**config.mk**
```make
export PLATFORM = sky130hd
export DESIGN_NAME = gfpr_cell
export DESIGN_NICKNAME = d
export VERILOG_FILES = /design/src/gf256_poly_remainder_assert.svh /design/src/gfpr_pkg.sv /design/src/gfpr_cell.sv
export SDC_FILE = /design/constraint.sdc
export NUM_CORES = 1
export LEC_CHECK = 0
export BUFFER_PORTS_ARGS = -buffer_cell sky130_fd_sc_hd__buf_2
export CELL_PAD_IN_SITES_DETAIL_PLACEMENT = 1
export CELL_PAD_IN_SITES_GLOBAL_PLACEMENT = 1
export CORE_ASPECT_RATIO = 1.5
export CORE_MARGIN = 2
export CORE_UTILIZATION = 45
export DETAILED_ROUTE_END_ITERATION = 8
export HOLD_SLACK_MARGIN = 0.08
export PLACE_DENSITY_LB_ADDON = 0.1
export SLEW_MARGIN = 10
export SYNTH_ARGS = -nofsm -noshare
export SYNTH_HDL_FRONTEND = slang
export SYNTH_SLANG_ARGS = --single-unit
```
**constraint.sdc**
```tcl
create_clock -name clk -period 7.81 [get_ports clk]
set_clock_uncertainty 0.1 [all_clocks]
set_input_delay 0.781 -clock clk [delete_from_list [all_inputs] [get_ports clk]]
set_output_delay 0.781 -clock clk [all_outputs]
set_load 0.03 [all_outputs]
```
**src/gf256_poly_remainder_assert.svh**
```systemverilog
// ----------------------------------------------------------------------------
// gf256_poly_remainder_assert.svh
// Assertion macros shared by the GF(256) remainder unit.
// ----------------------------------------------------------------------------
`ifndef GF256_POLY_REMAINDER_ASSERT_SVH
`define GF256_POLY_REMAINDER_ASSERT_SVH

// Same-cycle implication, sampled on clk, off during rst.
`define GFPR_ASSERT_NOW(lbl, ante, cons, msg) \
  lbl: assert property (@(posedge clk) disable iff (rst) (ante) |-> (cons)) else $error(msg);

// Next-cycle implication, sampled on clk, off during rst.
`define GFPR_ASSERT_NEXT(lbl, ante, cons, msg) \
  lbl: assert property (@(posedge clk) disable iff (rst) (ante) |=> (cons)) else $error(msg);

`endif

```
**src/gfpr_pkg.sv**
```systemverilog
// ----------------------------------------------------------------------------
// gfpr_pkg
// Shared constants, types and the GF(256) multiplier for the remainder unit.
// ----------------------------------------------------------------------------
package gfpr_pkg;

  localparam int MAX_DEGREE = 32;
  // Holds 0..MAX_DEGREE.
  localparam int DEG_W = $clog2(MAX_DEGREE + 1);
  // Compare width for degree clamping and coefficient index match (MAX_DEGREE <= 64).
  localparam int CMP_W = 7;

  // Configuration register indexes.
  localparam logic REG_FIELD_POLY = 1'b0;
  localparam logic REG_DIV_DEGREE = 1'b1;

  localparam logic OP_LOAD_COEF = 1'b0;
  localparam logic OP_DIVIDEND  = 1'b1;

  localparam logic [8:0] FIELD_POLY_RESET = 9'd285;
  localparam logic [5:0] DIV_DEGREE_RESET = 6'd16;

  // Broadcast controls shared by every cell.
  typedef struct packed {
    logic       shift;       // dividend byte transfer
    logic       clear;       // final dividend byte: clear window after the step
    logic       snap_load;   // capture the finished window for output
    logic       snap_shift;  // output transfer: advance the output chain
    logic [7:0] top;         // outgoing high-degree coefficient
    logic [7:0] red;         // low 8 bits of the field polynomial
    logic [7:0] value;       // incoming dividend byte or coefficient
  } cell_ctrl_t;

  // Per-cell position decode.
  typedef struct packed {
    logic active;   // cell index below the live degree
    logic tail;     // cell index equals live degree minus one
    logic coef_we;  // coefficient write aimed at this cell
  } cell_sel_t;

  // GF(256) product, field reduced by red (x^8 implied).
  function automatic logic [7:0] gf_mul(input logic [7:0] a, input logic [7:0] b,
                                        input logic [7:0] red);
    logic [7:0] x;
    logic [7:0] acc;
    logic       carry;
    x   = a;
    acc = 8'h00;
    for (int i = 0; i < 8; i++) begin
      if (b[i]) acc = acc ^ x;
      carry = x[7];
      x     = {x[6:0], 1'b0};
      if (carry) x = x ^ red;
    end
    return acc;
  endfunction

endpackage

```
**src/gfpr_cell.sv**
```systemverilog
// ----------------------------------------------------------------------------
// gfpr_cell
// One stage of the remainder window: coefficient, window byte, output byte.
// ----------------------------------------------------------------------------
module gfpr_cell (
  input  logic                 clk,
  input  logic                 rst,
  input  gfpr_pkg::cell_ctrl_t ctrl,
  input  gfpr_pkg::cell_sel_t  sel,
  input  logic [7:0]           win_right,
  input  logic [7:0]           snap_right,
  output logic [7:0]           win,
  output logic [7:0]           snap
);

  logic [7:0] coef;
  logic [7:0] shifted;
  logic [7:0] win_step;

  always_comb begin
    shifted  = sel.tail ? ctrl.value : win_right;
    win_step = sel.active ? (shifted ^ gfpr_pkg::gf_mul(coef, ctrl.top, ctrl.red)) : win;
  end

  always_ff @(posedge clk) begin
    if (rst) begin
      coef <= 8'h00;
      win  <= 8'h00;
    end else begin
      if (sel.coef_we) coef <= ctrl.value;
      if (ctrl.shift) begin
        win <= ctrl.clear ? 8'h00 : win_step;
      end
    end
  end

  // Output chain: payload only, qualified by the count in the top level.
  always_ff @(posedge clk) begin
    if (ctrl.snap_load) begin
      snap <= win_step;
    end else if (ctrl.snap_shift) begin
      snap <= snap_right;
    end
  end

endmodule

```
; After elaboration in Yosys (flattened, before gate mapping)
; Cells that the tools add are included.
[totals]
regBits = 24
in_bits = 49
output_inout_bits = 16
elab_cells = 39
[op_classes]
n_mux = 20
bitwise_logic = 15
n_reduce_logical = 1
[op_table]
columns = op, count
row1 = 8-bit 2-to-1 mux, 20
row2 = 8-bit XOR, 15
row3 = 2-bit nonzero test, 1

; Depth between registers and ports, before layout
; Gate-level depths: netlist of the first run.
[logic_depth]
ltp_word = 19
mapped_depth = 17
mapped_depth_nobuf = 13

; Least setup slack after synthesis of the first run
; OpenSTA, ideal clock, no wires.
[synth_path]
path_kind = input to register
from = input port ctrl[14] (netlist bit)
to = register snap[0] (data pin)
setup_ns = 0.260
arrival_ns = 3.720
required_ns = 7.450
slack_ns = 3.730
cell_stages = 15
path_buffers = 3
path_cell_list = buf_6 and2_1 a32o_1 or3_4 a2111oi_4 nor4_1 or4b_1 buf_2 or2_1 nand4_1 buf_6 nand3_1 xnor2_1 a21oi_1 mux2_4
[synth_between]
elab_chain_len = 18
word_cells_on_any_way = 26
classes_between = mux (14) / bitwise (12)
[synth_lines]
columns = item, line
row1 = "start, declared", gfpr_cell.sv:8  ; input gfpr_pkg::cell_ctrl_t ctrl,
row2 = 8-bit XOR, gfpr_pkg.sv:53  ; if (carry) x = x ^ red;
row3 = 8-bit 2-to-1 mux, gfpr_pkg.sv:53
row4 = 8-bit XOR, gfpr_pkg.sv:53
row5 = 8-bit 2-to-1 mux (2 in a row), gfpr_pkg.sv:53
row6 = 8-bit XOR, gfpr_pkg.sv:50  ; if (b[i]) acc = acc ^ x;
row7 = 8-bit 2-to-1 mux, gfpr_pkg.sv:50
row8 = 8-bit XOR, gfpr_pkg.sv:50
row9 = 8-bit 2-to-1 mux, gfpr_pkg.sv:50
row10 = 8-bit XOR, gfpr_pkg.sv:50
row11 = 8-bit 2-to-1 mux, gfpr_pkg.sv:50
row12 = 8-bit XOR, gfpr_pkg.sv:50
row13 = 8-bit 2-to-1 mux, gfpr_pkg.sv:50
row14 = 8-bit XOR, gfpr_pkg.sv:50
row15 = 8-bit 2-to-1 mux *, gfpr_pkg.sv:50
row16 = 8-bit XOR *, gfpr_cell.sv:22  ; win_step = sel.active ? (shifted ^ gfpr_pkg::gf_mul(coef, ctrl.top, ctrl.red)) : win;
row17 = 8-bit 2-to-1 mux *, gfpr_cell.sv:22
row18 = 8-bit 2-to-1 mux *, gfpr_cell.sv:39  ; if (ctrl.snap_load) begin
row19 = "end signal, assigned", gfpr_cell.sv:40  ; snap <= win_step;
row20 = "end signal, assigned", gfpr_cell.sv:42  ; snap <= snap_right;
row21 = "end, declared", gfpr_cell.sv:13  ; output logic [7:0] snap
; Every way passes the cells marked *; elsewhere a longest branch is shown, timed or not.
; A chain may end at the register's enable or synchronous reset.

; Worst setup path after layout of the first run
[layout_path]
from = register coef[6]
to = register snap[1] (data pin)
[layout_between]
elab_chain_len = 18
word_cells_on_any_way = 28
classes_between = mux (15) / bitwise (13)
[layout_lines]
columns = item, line
row1 = "start, declared", gfpr_cell.sv:16  ; logic [7:0] coef;
row2 = "start signal, assigned", gfpr_cell.sv:30  ; if (sel.coef_we) coef <= ctrl.value;
row3 = 8-bit XOR, gfpr_pkg.sv:53
row4 = 8-bit 2-to-1 mux * (2 in a row), gfpr_pkg.sv:53
row5 = "8-bit XOR, on equally long branches", "gfpr_pkg.sv:50, gfpr_pkg.sv:53"
row6 = "8-bit 2-to-1 mux, on equally long branches", "gfpr_pkg.sv:50, gfpr_pkg.sv:53"
row7 = 8-bit XOR, gfpr_pkg.sv:50
row8 = 8-bit 2-to-1 mux, gfpr_pkg.sv:50
row9 = 8-bit XOR, gfpr_pkg.sv:50
row10 = 8-bit 2-to-1 mux, gfpr_pkg.sv:50
row11 = 8-bit XOR, gfpr_pkg.sv:50
row12 = 8-bit 2-to-1 mux, gfpr_pkg.sv:50
row13 = 8-bit XOR, gfpr_pkg.sv:50
row14 = 8-bit 2-to-1 mux, gfpr_pkg.sv:50
row15 = 8-bit XOR, gfpr_pkg.sv:50
row16 = 8-bit 2-to-1 mux *, gfpr_pkg.sv:50
row17 = 8-bit XOR *, gfpr_cell.sv:22
row18 = 8-bit 2-to-1 mux *, gfpr_cell.sv:22
row19 = 8-bit 2-to-1 mux *, gfpr_cell.sv:39
; Marks and branches as above.

==> results of run 1 <==
[synthesized netlist by cell type (3+ instances only)]
library cell    n  area, sq um
dfxtp_1        16          320
xnor3_1         4         90.1
edfxtp_1        8          240
a21o_1          3         22.5
mux2i_1        17          170
clkbuf_1       16         60.1
buf_2          13         65.1
a32oi_1         4         35.0
o21ai_0        26          130
and3_1          6         37.5
nand4_1         3         18.8
a31oi_1         7         43.8
nor2_1         20         75.1
a21oi_1        20          100
xnor2_1        85          744
nor2b_1        11         68.8
a221oi_1        4         35.0
buf_6           6         67.6
nor3b_1         3         22.5
xnor2_2         3         48.8
xor2_1         12          105
nand3_1        13         65.1
and2_1          5         31.3
o211a_1         3         30.0
inv_1           6         22.5
nand2_1       106          398
o21ai_1         9         45.0
[state kept, by name, indices dropped and copies added (netlist names)]
register and cells:
coef 8, snap 8, win 8
[metal layers]
layer	global-route usage (%)	routed length, um
met1	25.8	3990
met3	2.81	278
met2	51.3	6010
met4	12.2	525
met5	0	0
[how the worst max path moves through the flow]
| stage | startpoint | to |
|---|---|---|
| finish | coef[6] | snap[1] |
| global placement | ctrl[15] | snap[0] |
| CTS | coef[6] | snap[7] |
| floorplan | ctrl[14] | snap[0] |
| detailed placement | ctrl[15] | snap[1] |
| global route | coef[6] | snap[1] |
[power by group]
| group | internal, mW | switching (mW) | leakage, nW |
|---|---|---|---|
| Combinational | 0.227 | 0.306 | 1.31 |
| Sequential | 0.152 | 0.0140 | 0.216 |
| Clock | 0.102 | 0.0465 | 0.0511 |
| Total | 0.481 | 0.366 | 1.58 |
[stage by stage]
stage / setup WS [ns] / hold slack (ns) / util, % / power [mW] / instances
finish: 2.80 / 0.383 / 50.9 / 0.847 / 610
global route: 2.46 / 0.400 / 50.9 / 0.905 / 610
CTS: 2.82 / 0.386 / 50.9 / 0.857 / 610
detailed placement: 2.59 / 0.370 / 49.5 / 0.704 / 606
global placement: 2.69 / 0.355 / 49.5 / 0.693 / 606
floorplan: 3.73 / 0.431 / - / 0.599 / 477
[logic make-up (layout without fill, tap and decap cells)]
| family | count (synthesis) | after routing | share of synthesized area [%] |
|---|---|---|---|
| AOI/OAI and AO/OA | 100 | 100 | 19.3 |
| and+or+nand+nor | 185 | 185 | 24.2 |
| xor gates and xnor gates | 105 | 105 | 28.5 |
| muxes | 19 | 19 | 5.57 |
| DFF | 24 | 24 | 15.9 |
| buffers and inverters | 44 | 75 | 6.63 |
[worst max-delay path: stages, from the launching register on]
cell and delay (ns):
dfxtp_1 0.84, nand4bb_1 0.24, o221ai_2 0.13, xnor2_1 0.84, o32ai_1 0.21, or4_1 0.66, a211o_1 0.37, nand4_1 0.10
nand4_1 0.39, a21oi_1 0.28, o21ai_1 0.11, xnor2_1 0.38, o21ai_1 0.10
[layout make-up]
type / count / area, sq um / share of cell area (%)
multi-input cells: 409 / 2730 / 70.5
flip-flops and latches: 24 / 561 / 14.5
repair buffers: 65 / 328 / 8.46
well taps: 102 / 128 / 3.29
clock buffers: 3 / 75.1 / 1.94
clock inverters: 1 / 30.0 / 0.775
inverters: 6 / 22.5 / 0.581
[cell usage in the layout (no fill, tap or decap), types with 4 or more instances in the layout]
cell and instances:
a21oi_1 20, a221oi_1 4, a31oi_1 7, a32oi_1 4, and2_1 5, and3_1 6, buf_2 64, dfxtp_1 16
edfxtp_1 8, inv_1 6, mux2i_1 17, nand2_1 106, nand3_1 13, nor2_1 20, nor2b_1 11, o21ai_0 26
o21ai_1 9, xnor2_1 85, xnor3_1 4, xor2_1 12
==> metrics.md, run 1 <==
| Metric | Value |
|---|---|
| Vias | `~3400` |
| DP Area | `about 0.0038 sq mm` |
| Die Width | `~76 um` |
| WS Path Type | `reg2reg` |
| Reg2reg path depth | `12` |
| CP Capture Type | `flop` |
| Fin nets | `around 560` |
| Least-Margin Pin Slew | `around 1.0 ns` |
| Post-synthesis register bit count | `24` |
| Clk buf depth | `2` |
| Setup TNS | `0 ns` |
| Max Clk Rate | `0.200 GHz` |
| # IOs | `between 60 and 70` |
| Top_reg_cell synth | `dfxtp_1` |
| Die area | `between 0.008 and 0.009 sq mm` |
| Sink Count | `24` |
| Hold WC Path Type | `reg2reg` |
| Layout area overhead | `9.90%` |
| Die Height | `approximately 110 um` |
| Layout cell share with drive strength beyond 1 | `15.9%` |
| Initial antenna violation count | `0` |
| Final HPWL DP | `about 8700 um` |
| Pwr Density | `about 220 mW/mm^2` |
| Period minus WS final | `5.01 ns` |
| Port bufs | `64` |
| Worst setup SP type | `flop` |
| H-tree levels | `1` |
| R2r endpoint | `snap[1]` |
| Clk root buf | `clkbuf_16` |
| Sequential area share after synthesis | `between 10% and 20%` |
| Iteration-0 DRC Markers | `84` |
| First-pass GRT wire length | `between 15000 and 20000 um` |
| Worst VDD drop | `between 0.0001 and 0.00015 V` |
| Final hold vios | `0` |
| Post-route ant nets | `0` |
| CTS Buf Count | `3` |
| Final instance area | `a little under 0.004 sq mm` |
| Arrival time of the worst setup path | `4.92 ns` |
| # setup viols final | `0` |
| Final wirelength | `around 11000 um` |
| Total gr overflow | `0` |
| Critical R2R Launch | `coef[6]` |
| CTS tree | `done` |
| Antenna diodes | `0` |
| Synth Area per Inst | `between 7 and 8 sq um` |
| Rel. slew slack | `approximately 30%` |
| Via density | `approximately 5.7` |
| GPL Wtd Cong | `0.898` |
| Period utilisation layout | `around 64%` |
| WHS Endpoint | `win[3]` |
| # hold bufs at CTS | `0` |
| Status | `finished clean` |
| Resize count post-CTS | `0` |
| Largest net degree at the start of global routing | `33` |
| R2R setup slack | `approximately 2.8 ns` |
| WP data required | `between 7 and 8 ns` |
| Skew-Pair Late Insertion Delay | `0.26 ns` |
| Maxcap violations | `0` |
| WL/cell | `17.7 um` |
| Syn nets | `roughly 530` |
| RSZ-0062 raised after global routing | `false` |
| Setup bufs post-CTS | `0` |
| Yosys warns | `0` |
| Lkg Pwr | `approximately 1.6 nW` |
| Tot GR Track Use | `25.6%` |
| Core footprint | `0.00761 sq mm` |
| EDFF count, synth | `8` |
| Register clock-pin slew on the reported worst setup and hold paths | `0.07 ns` |
| Unique masters post-synth | `63` |
| Worst Hold Path Cells | `2` |
| Async set-or-reset flop fraction in the synthesized netlist | `0%` |
| Syn Inst Count | `477` |
| Cell Area, Synth | `around 0.0035 sq mm` |
| Starting density of the core | `a little under half` |
| Pins Over Slew Limit | `0` |
| Hold Startpoint | `win[3]` |
| Vias in the first global route | `around 3600` |
| Standard-cell rows | `39` |
| Worst-path maximum fanout | `24` |
| DRT Pass-1 Iters | `4` |
| Filler instances | `a little over 1000` |
| Residual DRC | `0` |
Note: power is estimated with default switching activity, not from simulation.
==> inputs of run 2 (changes only) <==
Settings changed: CORE_UTILIZATION 45 to 37.
Clock period 7.81 ns to 4.55 ns, I/O delays scaled along.
==> run 2 against run 1 <==
Non-clock buffer count up 16. Via count grew 0.44%. Sequential cell count unchanged. Global-route usage decreased by 3.9 points. Sequential share of layout area down 0.42 points. Worst setup slack worse by 2.5 ns. Final area up 3.0%. Wire length is 0.98% higher. Count of clock-buffer cells in the layout grew 1. Combinational power up 73%. Die area is 21% higher. Critical path type unchanged. Core utilization is 7.8 points lower.
==> metrics.md, run 2 (synthesis gave the netlist of run 1 again) <==
| Metric | Value |
|---|---|
| Status | `finished clean` |
| Antenna diodes | `0 (unchanged)` |
| Worst VDD drop | `0.000179 V (+66%)` |
| Arrival time of the worst setup path | `4.14 ns (-0.78 ns)` |
| Least-Margin Pin Slew | `0.545 ns (-0.498 ns)` |
| Vias | `3463 (+0.44%)` |
| WP data required | `4.47 ns (-3.25 ns)` |
| CP Capture Type | `flop` |
| Vias in the first global route | `3665 (+2.1%)` |
| H-tree levels | `1 (unchanged)` |
| Hold WC Path Type | `in2reg` |
| Pwr Density | `355 mW/mm^2 (+63%)` |
| Power, Total | `1.42 mW (+67%)` |
| Setup TNS | `0 ns (unchanged)` |
| Largest net degree at the start of global routing | `22 (-33%)` |
| Die Width | `83.7 um (+9.7%)` |
| Die area | `0.0103 sq mm (+21%)` |
| Die Height | `124 um (+9.9%)` |
| Final wirelength | `10900 um (+0.98%)` |
| CTS tree | `done` |
| Final HPWL DP | `9180 um (+5.3%)` |
| Total gr overflow | `0 (unchanged)` |
| Pins Over Slew Limit | `0 (unchanged)` |
| Post-route ant nets | `0 (unchanged)` |
| Setup bufs post-CTS | `0 (unchanged)` |
| Max Clk Rate | `0.237 GHz (+19%)` |
| Layout area overhead | `13.2%` |
| Resize count post-CTS | `0 (unchanged)` |
| Fin nets | `574 (+2.9%)` |
| Port bufs | `64 (unchanged)` |
| GPL Wtd Cong | `0.849 (-5.5%)` |
| WL/cell | `17.2 um (-3.1%)` |
| Core footprint | `0.00925 sq mm (+22%)` |
| RSZ-0062 raised after global routing | `false` |
| Layout cell share with drive strength beyond 1 | `18.5% (+2.6 points)` |
| WS Path Type | `reg2reg` |
| Tot GR Track Use | `21.8% (-3.9 points)` |
| Period minus WS final | `4.22 ns (-0.791 ns)` |
| Final hold vios | `0 (unchanged)` |
| Via density | `5.44 (-3.7%)` |
| Most frequent cells in the layout | `106 x nand2_1, 85 x xnor2_1, 64 x buf_2` |
| Iteration-0 DRC Markers | `70 (-17%)` |
| Sink Count | `24 (unchanged)` |
| # IOs | `65 (unchanged)` |
| Largest regs | `coef (8), snap (8), win (8)` |
| Standard-cell rows | `43 (+10%)` |
| Starting density of the core | `38.1% (-8.2 points)` |
| Lkg Pwr | `1.65 nW (+4.5%)` |
| Commonest non-fill, non-tap cell in the layout | `nand2_1` |
| DRT Pass-1 Iters | `4 (unchanged)` |
| # hold bufs at CTS | `0 (unchanged)` |
| Maxcap violations | `0 (unchanged)` |
| First-pass GRT wire length | `17900 um (+1.2%)` |
| Worst setup SP type | `flop` |
| Residual DRC | `0 (unchanged)` |
| Rel. slew slack | `63.5% (+34 points)` |
| Clk root buf | `clkbuf_16` |
| Skew-Pair Late Insertion Delay | `0.27 ns (about the same)` |
| Period utilisation layout | `92.7% (+29 points)` |
| CTS Buf Count | `3 (unchanged)` |
| Clk buf depth | `2 (unchanged)` |
| Worst-path maximum fanout | `11 (-54%)` |
| # setup viols final | `0 (unchanged)` |
| Register clock-pin slew on the reported worst setup and hold paths | `0.07 ns (about the same)` |
| Initial antenna violation count | `0 (unchanged)` |
run 2: cell types whose count changed in the layout (fill, tap and decap cells not counted), sizes merged:
cell	delta
buf	+16
clkbuf	+1
bufinv	-1
run 2: through the flow:
step | instance area [sq um] | instances | setup slack (ns) | hold WS (ns) | util, %
3_3_place_gp | 3900 | 632 | 0.188 | 0.356 | 42.2
2_1_floorplan | 3530 | 477 | 0.796 | 0.431 | -
6_report | 3990 | 636 | 0.331 | 0.339 | 43.1
3_5_place_dp | 3900 | 632 | 0.107 | 0.364 | 42.2
4_1_cts | 3990 | 636 | 0.319 | 0.336 | 43.1
5_1_grt | 3990 | 636 | 0.0289 | 0.356 | 43.1
run 2: where the power goes:
| group | leakage (nW) | switching (mW) | internal [mW] |
|---|---|---|---|
| clock network | 0.0442 | 0.0822 | 0.135 |
| registers | 0.216 | 0.0201 | 0.260 |
| logic | 1.39 | 0.512 | 0.408 |
run 2: cell type report:
cell class,instances,area [sq um]
Clock buffer,4,88.8
Multi-Input combinational cell,409,2730
Fill cell,1202,5260
Tap cell,112,140
Inverter,6,22.5
Timing Repair Buffer,81,448
Sequential cell,24,561
run 2: path summary, 6_finish.rpt:
check                from  endpoint  slack (ns)  depth (start not counted)
setup / recovery  coef[6]   snap[0]        0.33                         12
hold / removal    ctrl[3]   coef[3]        0.34                          3
setup reg to reg  coef[6]   snap[0]        0.33                         12
hold reg to reg    win[1]    win[1]        0.37                          2
run 2: metal layers:
metal  wire length [um]  up-vias  global-route usage [%]  share of wire (%)
li1                   -     1719                       -                  -
met1               3810     1654                    20.6                 35
met2               6470       66                    46.9                 59
met3                281       24                    1.86                2.6
met4                340        0                    8.47                3.1
met5                  0        -                       0                  0
run 2: worst max-delay path: stages, from the launching register on:
cell,delay [ns]
dfxtp_1,0.58
o21ai_1,0.17
a32o_1,0.31
or3_4,0.37
a2111oi_4,0.37
nor4_1,0.10
or4b_1,0.64
a211o_1,0.28
nand4_1,0.30
nand3_1,0.22
xnor2_1,0.18
a21oi_1,0.10
mux2_4,0.25
